$ cat config.mk
export PLATFORM = sky130hd
export DESIGN_NAME = lz_token_bitstream_packer_core
export DESIGN_NICKNAME = d
export VERILOG_FILES = /design/src/hdl/lztbp_pkg.sv /design/src/hdl/lztbp_front.sv /design/src/hdl/lztbp_queue.sv /design/src/hdl/lztbp_back.sv /design/src/hdl/lz_token_bitstream_packer_core.sv
export SDC_FILE = /design/constraint.sdc
export NUM_CORES = 1
export LEC_CHECK = 0
export BUFFER_PORTS_ARGS = -buffer_cell sky130_fd_sc_hd__buf_2
export CAP_MARGIN = 20
export CORE_MARGIN = 1
export CORE_UTILIZATION = 30
export CTS_BUF_LIST = sky130_fd_sc_hd__clkbuf_16
export CTS_CLUSTER_SIZE = 16
export DETAILED_ROUTE_END_ITERATION = 6
export HOLD_SLACK_MARGIN = 0.05
export PLACE_DENSITY = 0.43
export SYNTH_ARGS = -nofsm -noshare
export SYNTH_HDL_FRONTEND = slang
export SYNTH_HIERARCHICAL = 1
export SYNTH_SLANG_ARGS = --single-unit
$ cat constraint.sdc
create_clock -name clk -period 6.8 [get_ports clk]
set_clock_uncertainty 0.05 [all_clocks]
set_input_delay 0.68 -clock clk [delete_from_list [all_inputs] [get_ports clk]]
set_output_delay 0.68 -clock clk [all_outputs]
set_load 0.005 [all_outputs]
$ cat src/hdl/lztbp_pkg.sv
`timescale 1ns / 1ps

package lztbp_pkg;

  // Operation codes of an input token
  localparam logic [1:0] OP_FIRST_LIT = 2'd0;
  localparam logic [1:0] OP_LIT       = 2'd1;
  localparam logic [1:0] OP_MATCH     = 2'd2;
  localparam logic [1:0] OP_NONE      = 2'd3;

  // Longest match length that is coded; longer ones saturate
  localparam logic [16:0] LEN_LIMIT = 17'd65536;

  // Longest token code: flag, 31-bit gamma code, 9-bit offset code
  localparam int CODE_W = 41;
  // Packing window: up to seven pending bits plus one token code
  localparam int WIN_W  = 48;
  localparam int CNT_W  = 6;

  // Offset codes
  localparam logic [7:0] OFS_ESCAPE = 8'd13;
  localparam logic [7:0] OFS_MID    = 8'd14;
  localparam logic [7:0] OFS_SHORT_BIAS = 8'd11;
  localparam logic [7:0] OFS_LONG_BIAS  = 8'd114;

  typedef struct packed {
    logic [1:0]  operation;
    logic [3:0]  symbol;
    logic [16:0] match_len;
    logic [7:0]  match_offset;
    logic        last_token;
  } token_t;

  typedef struct packed {
    logic [7:0] out_byte;
    logic       last_byte;
  } result_t;

  // Token code, MSB first and left aligned, with its bit count
  typedef struct packed {
    logic [CODE_W-1:0] bits;
    logic [CNT_W-1:0]  len;
    logic              last;
  } code_t;

endpackage

$ cat src/hdl/lztbp_front.sv
`timescale 1ns / 1ps

module lztbp_front (
  input  lztbp_pkg::token_t token,
  output lztbp_pkg::code_t  code
);

  logic [16:0] len_c;
  logic [16:0] len_m1;
  logic [15:0] v;
  logic [3:0]  top;
  logic [30:0] gamma;
  logic [4:0]  glen;
  logic [7:0]  o;
  logic [7:0]  o_long;
  logic [7:0]  o_short;
  logic [8:0]  ocode;
  logic [3:0]  olen;
  logic [lztbp_pkg::CODE_W-1:0] rv;
  logic [lztbp_pkg::CNT_W-1:0]  n;

  // Clamp the length and find the top set bit of length minus one
  always_comb begin
    if (token.match_len > lztbp_pkg::LEN_LIMIT) begin
      len_c = lztbp_pkg::LEN_LIMIT;
    end else if (token.match_len < 17'd2) begin
      len_c = 17'd2;
    end else begin
      len_c = token.match_len;
    end
    len_m1 = len_c - 17'd1;
    v      = len_m1[15:0];
    top    = 4'd0;
    for (int i = 1; i < 16; i++) begin
      if (v[i]) begin
        top = 4'(i);
      end
    end
  end

  // Interleave data bits under the top bit, end with a 1
  always_comb begin
    gamma    = '0;
    gamma[0] = 1'b1;
    for (int i = 0; i < 15; i++) begin
      gamma[2*i+1] = v[i] & (4'(i) < top);
    end
    glen = {top, 1'b0} + 5'd1;
  end

  // Pick the offset code
  always_comb begin
    o       = token.match_offset - 8'd1;
    o_long  = o + lztbp_pkg::OFS_LONG_BIAS;
    o_short = o + lztbp_pkg::OFS_SHORT_BIAS;
    if (o == 8'd0) begin
      ocode = 9'd0;
      olen  = 4'd2;
    end else if (o == lztbp_pkg::OFS_ESCAPE) begin
      ocode = 9'b110000000;
      olen  = 4'd9;
    end else if (o == lztbp_pkg::OFS_MID) begin
      ocode = 9'b000000010;
      olen  = 4'd3;
    end else if (o < lztbp_pkg::OFS_ESCAPE) begin
      ocode = {4'd0, o_short[4:0]};
      olen  = 4'd5;
    end else begin
      ocode = {2'b11, o_long[6:0]};
      olen  = 4'd9;
    end
  end

  // Assemble the right-aligned code, then left align it
  always_comb begin
    rv = '0;
    n  = '0;
    unique case (token.operation)
      lztbp_pkg::OP_FIRST_LIT: begin
        rv = {37'd0, token.symbol};
        n  = 6'd4;
      end
      lztbp_pkg::OP_LIT: begin
        rv = {37'd0, token.symbol};
        n  = 6'd5;
      end
      lztbp_pkg::OP_MATCH: begin
        rv = (((41'd1 << glen) | {10'd0, gamma}) << olen) | {32'd0, ocode};
        n  = 6'd1 + {1'b0, glen} + {2'b00, olen};
      end
      default: begin
        rv = '0;
        n  = '0;
      end
    endcase
    code.bits = rv << (6'(lztbp_pkg::CODE_W) - n);
    code.len  = n;
    code.last = token.last_token;
  end

endmodule

$ cat src/hdl/lztbp_queue.sv
`timescale 1ns / 1ps

module lztbp_queue (
  input  logic              clk,
  input  logic              rst,
  input  logic              wr,
  input  lztbp_pkg::code_t  wr_data,
  output logic              full,
  input  logic              rd,
  output lztbp_pkg::code_t  rd_data,
  output logic              empty
);

  lztbp_pkg::code_t slots [2];
  logic       wr_ptr;
  logic       rd_ptr;
  logic [1:0] count;
  logic [1:0] count_next;

  assign full    = (count == 2'd2);
  assign empty   = (count == 2'd0);
  assign rd_data = slots[rd_ptr];

  // Track occupancy
  always_comb begin
    count_next = count;
    if ((wr && !full) && !(rd && !empty)) begin
      count_next = count + 2'd1;
    end else if (!(wr && !full) && (rd && !empty)) begin
      count_next = count - 2'd1;
    end
  end

  // Advance pointers
  always_ff @(posedge clk) begin
    if (rst) begin
      wr_ptr <= 1'b0;
      rd_ptr <= 1'b0;
      count  <= 2'd0;
    end else begin
      if (wr && !full) begin
        wr_ptr <= ~wr_ptr;
      end
      if (rd && !empty) begin
        rd_ptr <= ~rd_ptr;
      end
      count <= count_next;
    end
  end

  // Hold token codes
  always_ff @(posedge clk) begin
    if (wr && !full) begin
      slots[wr_ptr] <= wr_data;
    end
  end

endmodule

$ cat src/hdl/lztbp_back.sv
`timescale 1ns / 1ps

module lztbp_back (
  input  logic                clk,
  input  logic                rst,
  input  logic                q_empty,
  input  lztbp_pkg::code_t    q_data,
  output logic                q_pop,
  output logic                empty,
  input  logic                pop,
  output lztbp_pkg::result_t  result
);

  logic [lztbp_pkg::WIN_W-1:0] win;
  logic [lztbp_pkg::WIN_W-1:0] win_next;
  logic [lztbp_pkg::CNT_W-1:0] cnt;
  logic [lztbp_pkg::CNT_W-1:0] cnt_next;
  logic                        lst;
  logic                        lst_next;
  logic                        out_vld;
  logic                        out_vld_next;
  lztbp_pkg::result_t          out_q;
  lztbp_pkg::result_t          emit_word;
  logic                        emit;
  logic                        slot_free;
  logic                        stall;
  logic [7:0]                  base_byte;
  logic [2:0]                  base_fill;

  assign empty  = !out_vld;
  assign result = out_q;

  // Emit full bytes, flush at end of block, load the next token code
  always_comb begin
    slot_free = !out_vld || pop;
    win_next  = win;
    cnt_next  = cnt;
    lst_next  = lst;
    q_pop     = 1'b0;
    emit      = 1'b0;
    emit_word = '0;
    stall     = 1'b0;
    base_byte = win[lztbp_pkg::WIN_W-1 -: 8];
    base_fill = cnt[2:0];
    if (cnt >= 6'd8) begin
      if (slot_free) begin
        emit                = 1'b1;
        emit_word.out_byte  = win[lztbp_pkg::WIN_W-1 -: 8];
        emit_word.last_byte = lst && (cnt == 6'd8);
        win_next            = win << 8;
        cnt_next            = cnt - 6'd8;
        if (cnt == 6'd8) begin
          lst_next = 1'b0;
        end
      end
    end else begin
      stall = lst && (cnt != 6'd0) && !slot_free;
      if (lst) begin
        base_byte = 8'd0;
        base_fill = 3'd0;
      end
      if (!stall) begin
        if (lst) begin
          if (cnt != 6'd0) begin
            emit                = 1'b1;
            emit_word.out_byte  = win[lztbp_pkg::WIN_W-1 -: 8];
            emit_word.last_byte = 1'b1;
          end
          win_next = '0;
          cnt_next = '0;
          lst_next = 1'b0;
        end
        if (!q_empty) begin
          q_pop    = 1'b1;
          win_next = {base_byte, 40'd0} | ({q_data.bits, 7'd0} >> base_fill);
          cnt_next = {3'd0, base_fill} + q_data.len;
          lst_next = q_data.last;
        end
      end
    end
    out_vld_next = emit ? 1'b1 : (pop ? 1'b0 : out_vld);
  end

  // Hold packing state and output valid
  always_ff @(posedge clk) begin
    if (rst) begin
      win     <= '0;
      cnt     <= '0;
      lst     <= 1'b0;
      out_vld <= 1'b0;
    end else begin
      win     <= win_next;
      cnt     <= cnt_next;
      lst     <= lst_next;
      out_vld <= out_vld_next;
    end
  end

  // Hold the output word
  always_ff @(posedge clk) begin
    if (emit) begin
      out_q <= emit_word;
    end
  end

endmodule

$ cat src/hdl/lz_token_bitstream_packer_core.sv
`timescale 1ns / 1ps

// LZ token bit packer. Tokens (first literal, literal, match) enter through a
// push/full port and are coded at once, left aligned: a match as flag,
// interleaved gamma length code and offset code, a literal as flag and symbol,
// a first literal as symbol alone. They wait in a two-entry token queue. The
// packer merges each code with the pending bits of the previous token and
// sends one byte per cycle, MSB first, while its one-word output register
// (read with empty/pop) is free or popped. It loads a token, then emits its
// completed bytes (at most six for a 41-bit match code); the flush byte of a
// block's last token goes out in the load cycle of the following token, or
// alone if the queue is empty. A block's last byte has last_byte, zero padded.
module lz_token_bitstream_packer_core (
  input  logic                clk,
  input  logic                rst,
  input  logic                push,
  output logic                full,
  input  lztbp_pkg::token_t   token,
  output logic                empty,
  input  logic                pop,
  output lztbp_pkg::result_t  result
);

  lztbp_pkg::code_t enc;
  lztbp_pkg::code_t q_data;
  logic             q_empty;
  logic             q_pop;

  // Code the incoming token
  lztbp_front u_front (
    .token (token),
    .code  (enc)
  );

  // Buffer coded tokens
  lztbp_queue u_queue (
    .clk     (clk),
    .rst     (rst),
    .wr      (push),
    .wr_data (enc),
    .full    (full),
    .rd      (q_pop),
    .rd_data (q_data),
    .empty   (q_empty)
  );

  // Pack codes into bytes
  lztbp_back u_back (
    .clk     (clk),
    .rst     (rst),
    .q_empty (q_empty),
    .q_data  (q_data),
    .q_pop   (q_pop),
    .empty   (empty),
    .pop     (pop),
    .result  (result)
  );

`ifndef SYNTHESIS
  // The packer only takes a code that is there
  a_pop_nonempty: assert property (@(posedge clk) disable iff (rst)
    q_pop |-> !q_empty)
    else $error("packer popped an empty token queue");

  // A queued code never exceeds the longest token
  a_code_len: assert property (@(posedge clk) disable iff (rst)
    !q_empty |-> (q_data.len <= 6'(lztbp_pkg::CODE_W)))
    else $error("token code longer than the packing window allows");

  // A literal pushed into an empty queue is coded as a short code
  a_lit_len: assert property (@(posedge clk) disable iff (rst)
    (push && !full && token.operation == lztbp_pkg::OP_LIT && q_empty && !q_pop)
      |=> (q_data.len == 6'd5))
    else $error("literal token lost its flag or symbol bits");
`endif

endmodule
# Word-level counts from Yosys, hierarchy flattened
# Memory sizes are Yosys's and may differ from the RTL's. A register that Yosys moved wholly into a read port is not among the register bits.
# Cells that the tools add are included.
classes:
  add_sub_neg: 12
  n_lt_le_gt_ge: 19
  n_eq_ne: 10
  n_shift: 4
  n_mux: 67
  bitwise_logic: 20
  reduce_logical: 23
op_table:
  columns: ["op", "n"]
  rows:
  - ["$mux 48", 5]
  - ["$pmux 41 s2", 1]
  - ["$mux 9", 9]
  - ["$mux 4", 12]
  - ["$or 48x48->48", 1]
  - ["$shr 48x3->48", 1]
  - ["$or 41x30->41", 1]
  - ["$or 41x9->41", 1]
  - ["$shl 1x5->41 const A", 1]
  - ["$shl 41x4->41", 1]
  - ["$shl 41x6->41", 1]
  - ["$mux 16", 2]
  - ["$mux 6", 5]
  - ["$lt 4x4->1 const A", 7]
  - ["$mux 1", 20]
  - ["$mux 3", 6]
  - ["$pmux 6 s3", 1]
  - ["$gt 17x17->1 const B", 1]
  - ["$lt 17x2->1 const B", 1]
  - ["$eq 8x4->1 const B", 2]
  - ["$lt 3x4->1 const A", 4]
  - ["$mux 8", 2]
  - ["$sub 16x1->16 const B", 1]
  - ["$and 1x1->1", 15]
  - ["32 further kinds", 54]
totals:
  ff_bits: 69
  mem_bits_rw: 96
  inputBits: 36
  output_inout_bits: 11
  word_cells: 165
  mem_count: 1
memory_table:
  columns: ["memory", "depth", "width", "rd", "rd_ports_with_merged_regs", "wr", "line", "text"]
  rows:
  - ["u_queue.slots", 2, 48, 1, 1, 1, "lztbp_queue.sv:14", "lztbp_pkg::code_t slots [2];"]

# Longest topological paths before layout
depth:
  depth_word: 26
  mapped_depth: 29
  depth_no_buf: 25

# Hierarchy
# The synthesis kept the hierarchy.
by_module_without_submodules:
  columns: ["mod", "instances", "cells_per_inst", "area_each_um2", "seq_area_each_um2"]
  rows:
  - ["lztbp_back", 1, 516, 4580.6, 1391.3]
  - ["lztbp_front", 1, 642, 4045.1, 0.0]
  - ["lztbp_queue", 1, 174, 3681.0, 2982.9]

# Worst setup path after synthesis
# OpenSTA, ideal clock, no wires.
synth_timing:
  path_type: "input-to-reg"
  start: "input port token[20] in the netlist's numbering"
  end: "memory u_queue/slots[0][25] in the netlist's numbering, data pin"
  setup_ps: 270
  t_arrival_ps: 6401
  required_time_ps: 6480
  slack_ps: 79
  cell_stages: 29
  n_path_buf: 9
  path_cell_list: "buf_2 -> or3_1 -> or2_1 -> clkbuf_1 -> o311a_1 -> inv_1 -> ha_1 -> clkbuf_1 -> clkbuf_1 -> nand2_1 -> xor2_1 -> or3b_1 -> a31oi_2 -> o22ai_2 -> nor2_1 -> ha_1 -> clkbuf_1 -> inv_2 -> nand2_1 -> clkbuf_1 -> ha_1 -> nor3_1 -> mux2_2 -> o221ai_1 -> buf_2 -> or2_1 -> buf_2 -> buf_2 -> o22ai_1"
synth_lines:
  columns: ["element", "line", "text"]
  rows:
  - ["from (decl)", "lz_token_bitstream_packer_core.sv:18", "input lztbp_pkg::token_t token,"]
  - ["to (decl)", "lztbp_queue.sv:14", null]

==> results by group <==
Global route
  – Total grt overflow: 0
  – First-pass GRT wire length: 61800 µm
  – Initial antenna violation count: 0
  – Vias in the first global route: ~10000
  – Pin count of the biggest net entering global routing: 64
  – Gr usage total: 18.9%

Cells and area
  – Commonest non-fill, non-tap cells in the layout: nor2_1 (108), edfxtp_1 (105), mux2i_1 (90)
  – Filler cell count: 4124
  – Final #Nets: 1402
  – Share of layout cells above drive strength 1: between 10% and 20%
  – Flip-flop and latch area: roughly 0.0044 mm²
  – Footprint of the multi-input gates: about 0.0073 mm²
  – Finished Layout Cells: 1887
  – Synthesis-to-finish area growth: 11.4%
  – Most common cell after layout, fill and taps aside: nor2_1
  – Number of antenna diodes: 0
  – Post-layout util: 34.2%

Logic synthesis
  – Synth Instances: 1332
  – Mapped cell area: between 0.01 and 0.015 mm²
  – Fraction of registers with async set/reset: 0%
  – Predominant post-synthesis flop cell: edfxtp_1
  – Post-synth top area share: around a quarter
  – Synth top area cells: edfxtp_1 (26%), dfxtp_1 (9.9%), mux2i_1 (7.3%), mux2_2 (5.7%), nor2_1 (3.3%)
  – YS warnings: 6
  – Sequential area share after synthesis: 35.5%
  – Synth area leader: edfxtp_1
  – Syn Nets: approximately 1400
  – Synth cell types: 99
  – Avg Cell Area, Syn: 9.24 µm²
  – #FFs+latches synth: 166
  – Post-synth EDFFs: 105

Power and ir drop
  – PD cells: between 300 and 400 mW/mm²
  – Sw Pwr: 1.97 mW
  – Internal power: 2.68 mW
  – Clk pwr share: 20.1%
  – Sw Share: 42.4%
  – Comb pwr share: roughly half
  – LEAKAGE: 5.04 nW
  – Maximum vdd drop: 0.151 mV
  – Sequential fraction of design power: 31.6%

Placement
  – HPWL after DPL: 29200 µm
  – Global placement routability congestion: approximately 0.87
  – IO buf count: 46
  – Dpl cells: between 1500 and 2000

Timing
  – Slew margin rel.: 28.7%
  – Worst-Margin Slew: 1.07 ns
  – Setup TNS: 0 ns
  – Post-Route Hold Slack: just under 0.4 ns
  – RSZ-0062 raised after global routing: false
  – Final max-slew violation count: 0
  – Final setup vio count: 0
  – Final min period: 6.25 ns
  – Max frequency: 160 MHz
  – Final Hold Vio Count: 0
  – Period utilization: 92.0%

Routing
  – Total Wirelength: around 40000 µm
  – Iter 0 DRT Violations: 804
  – DRT Pass-1 Iters: 5
  – Avg WL per Cell: 20.7 µm
  – Post-route DRC: 0
  – Post-route ant nets: 0
  – Vias per cell: 5.62
  – Via count: ~11000

Clock tree
  – Clk root buf: clkbuf_16
  – H-tree depth: 4
  – Worst-path clk slew: roughly 0.070 ns
  – CTS tree: done
  – Clk buf depth: 2
  – Later-pin clock latency in the skew report: 0.43 ns
  – # hold bufs at CTS: 0
  – Total CTS buffers: 17
  – Clock sink total: 166

Setup path
  – CP Data Required Time: 6.93 ns
  – WS Path Type: input pin to register
  – CP endpoint kind: register
  – Critical Path Source Type: input pin
  – CP max FO: 18
  – Arrival time worst endpoint: 6.38 ns

Floorplan
  – Chip width: 205 µm
  – Die height: 205 µm
  – Initial cell density of the core: 30.7%
  – Num rows: 73
  – IO Pins: 47
  – Die area: 0.0418 mm²
  – Core Region: 0.0401 mm²

Run status
  – Outcome: complete, no violations

Min path
  – Hold Crit Class: input pin to register

Job
  – Max-capacitance violation count: 0
what timing repair did:
item,4_1_cts,5_1_grt
buffers inserted,0,0
resized for setup,0,1
setup endpoints to repair,0,2
sequential cells by signal, indices dropped and copies added (netlist names), 2 cells and up, named ones only:
register       flops
u_back/cnt         6
u_queue/slots     96
u_back/result      9
u_queue/count      2
u_back/win        48
area by class of cell:
cell class,count,area share (%)
repair buffers,100,4.64
flip-flops and latches,166,31.9
multi-input cells,1025,53.4
clock inverters,15,1.05
inverters,39,1.07
well taps,525,4.79
clock buffers,17,3.10
cells in the mapped netlist (8+ instances only):
library cell  instances
a211oi_1             20
a21o_1                8
a21oi_1              51
a221oi_1             16
a22oi_1              34
a31oi_1              10
a32oi_1              11
and2_1               17
buf_2                30
buf_4                 8
clkbuf_1             55
dfxtp_1              61
edfxtp_1            105
ha_1                 16
inv_1                37
mux2_2               62
mux2i_1              90
mux4_2                8
nand2_1              82
nand2b_1             19
nand3_1              76
nand3b_1             26
nand4_1               8
nor2_1              109
nor2b_1              14
nor3_1               38
nor4_1               17
o211ai_1             13
o21a_1               10
o21ai_0              50
o22ai_1              25
or3_1                13
xnor2_1              16
xor2_1               11
power by group through the flow:
stage	Clock, mW	Combinational, mW	Sequential (mW)
2_1_floorplan	0	1.69	1.45
3_3_place_gp	0	2.25	1.49
3_5_place_dp	0	2.23	1.49
4_1_cts	0.970	2.25	1.47
5_1_grt	1.01	2.45	1.50
6_report	0.937	2.24	1.47
final timing paths:
check / slack, ns / endpoint / startpoint / depth (start not counted)
min reg2reg: 0.41 / u_back/win[0]$_SDFFE_PP0P_ / u_back/win[0]$_SDFFE_PP0P_ / 2
max reg2reg: 3.78 / u_back/win[39]$_SDFFE_PP0P_ / register / 5
min: 0.39 / u_queue/slots[0][0]$_DFFE_PP_ / token[0] / 1
max: 0.55 / u_queue/slots[0][29]$_DFFE_PP_ / token[19] / 25
critical path, stage by stage:
cell	delay, ns
buf_2	0.10
or3_1	0.42
or2_1	0.33
o311a_1	0.36
inv_1	0.09
ha_1	0.16
buf_4	0.22
o21a_1	0.28
nand3_1	0.17
o211ai_1	0.23
a31oi_2	0.14
o22ai_2	0.30
nor2_1	0.09
ha_1	0.23
fa_1	0.49
nor2_1	0.04
nor2_1	0.13
inv_1	0.09
o21ai_0	0.35
nand3_1	0.12
mux2_2	0.32
nand2_1	0.27
nand2b_1	0.09
buf_4	0.21
o32ai_1	0.46
cell families after synthesis:
logic type / after synthesis / share of synthesized area, %
compound gates: 355 / 21.1
xor+xnor: 27 / 1.92
fa+ha+maj: 18 / 1.87
buf+inv: 141 / 5.22
flops: 166 / 35.5
mux: 161 / 14.5
simple gates: 464 / 19.8
layer usage:
metal  share of wire (%)  up-vias  GRT usage, %  routed length [µm]
met5                   0        -             0                   0
li1                    -     5159             -                   -
met2                  50      221          33.0               19500
met3                 2.9       30          1.69                1120
met4                 1.6        0          5.30                 634
met1                  46     5187          24.7               17800
per-stage QoR:
stage | instance area, µm² | power [mW] | setup slack [ns]
2_1_floorplan | 12300 | 3.14 | 0.0787
3_3_place_gp | 13100 | 3.74 | 0.220
3_5_place_dp | 13100 | 3.72 | 0.212
4_1_cts | 13700 | 4.69 | 0.641
5_1_grt | 13700 | 4.96 | 0.112
6_report | 13700 | 4.65 | 0.546
Power figures use the tool's default switching activity.
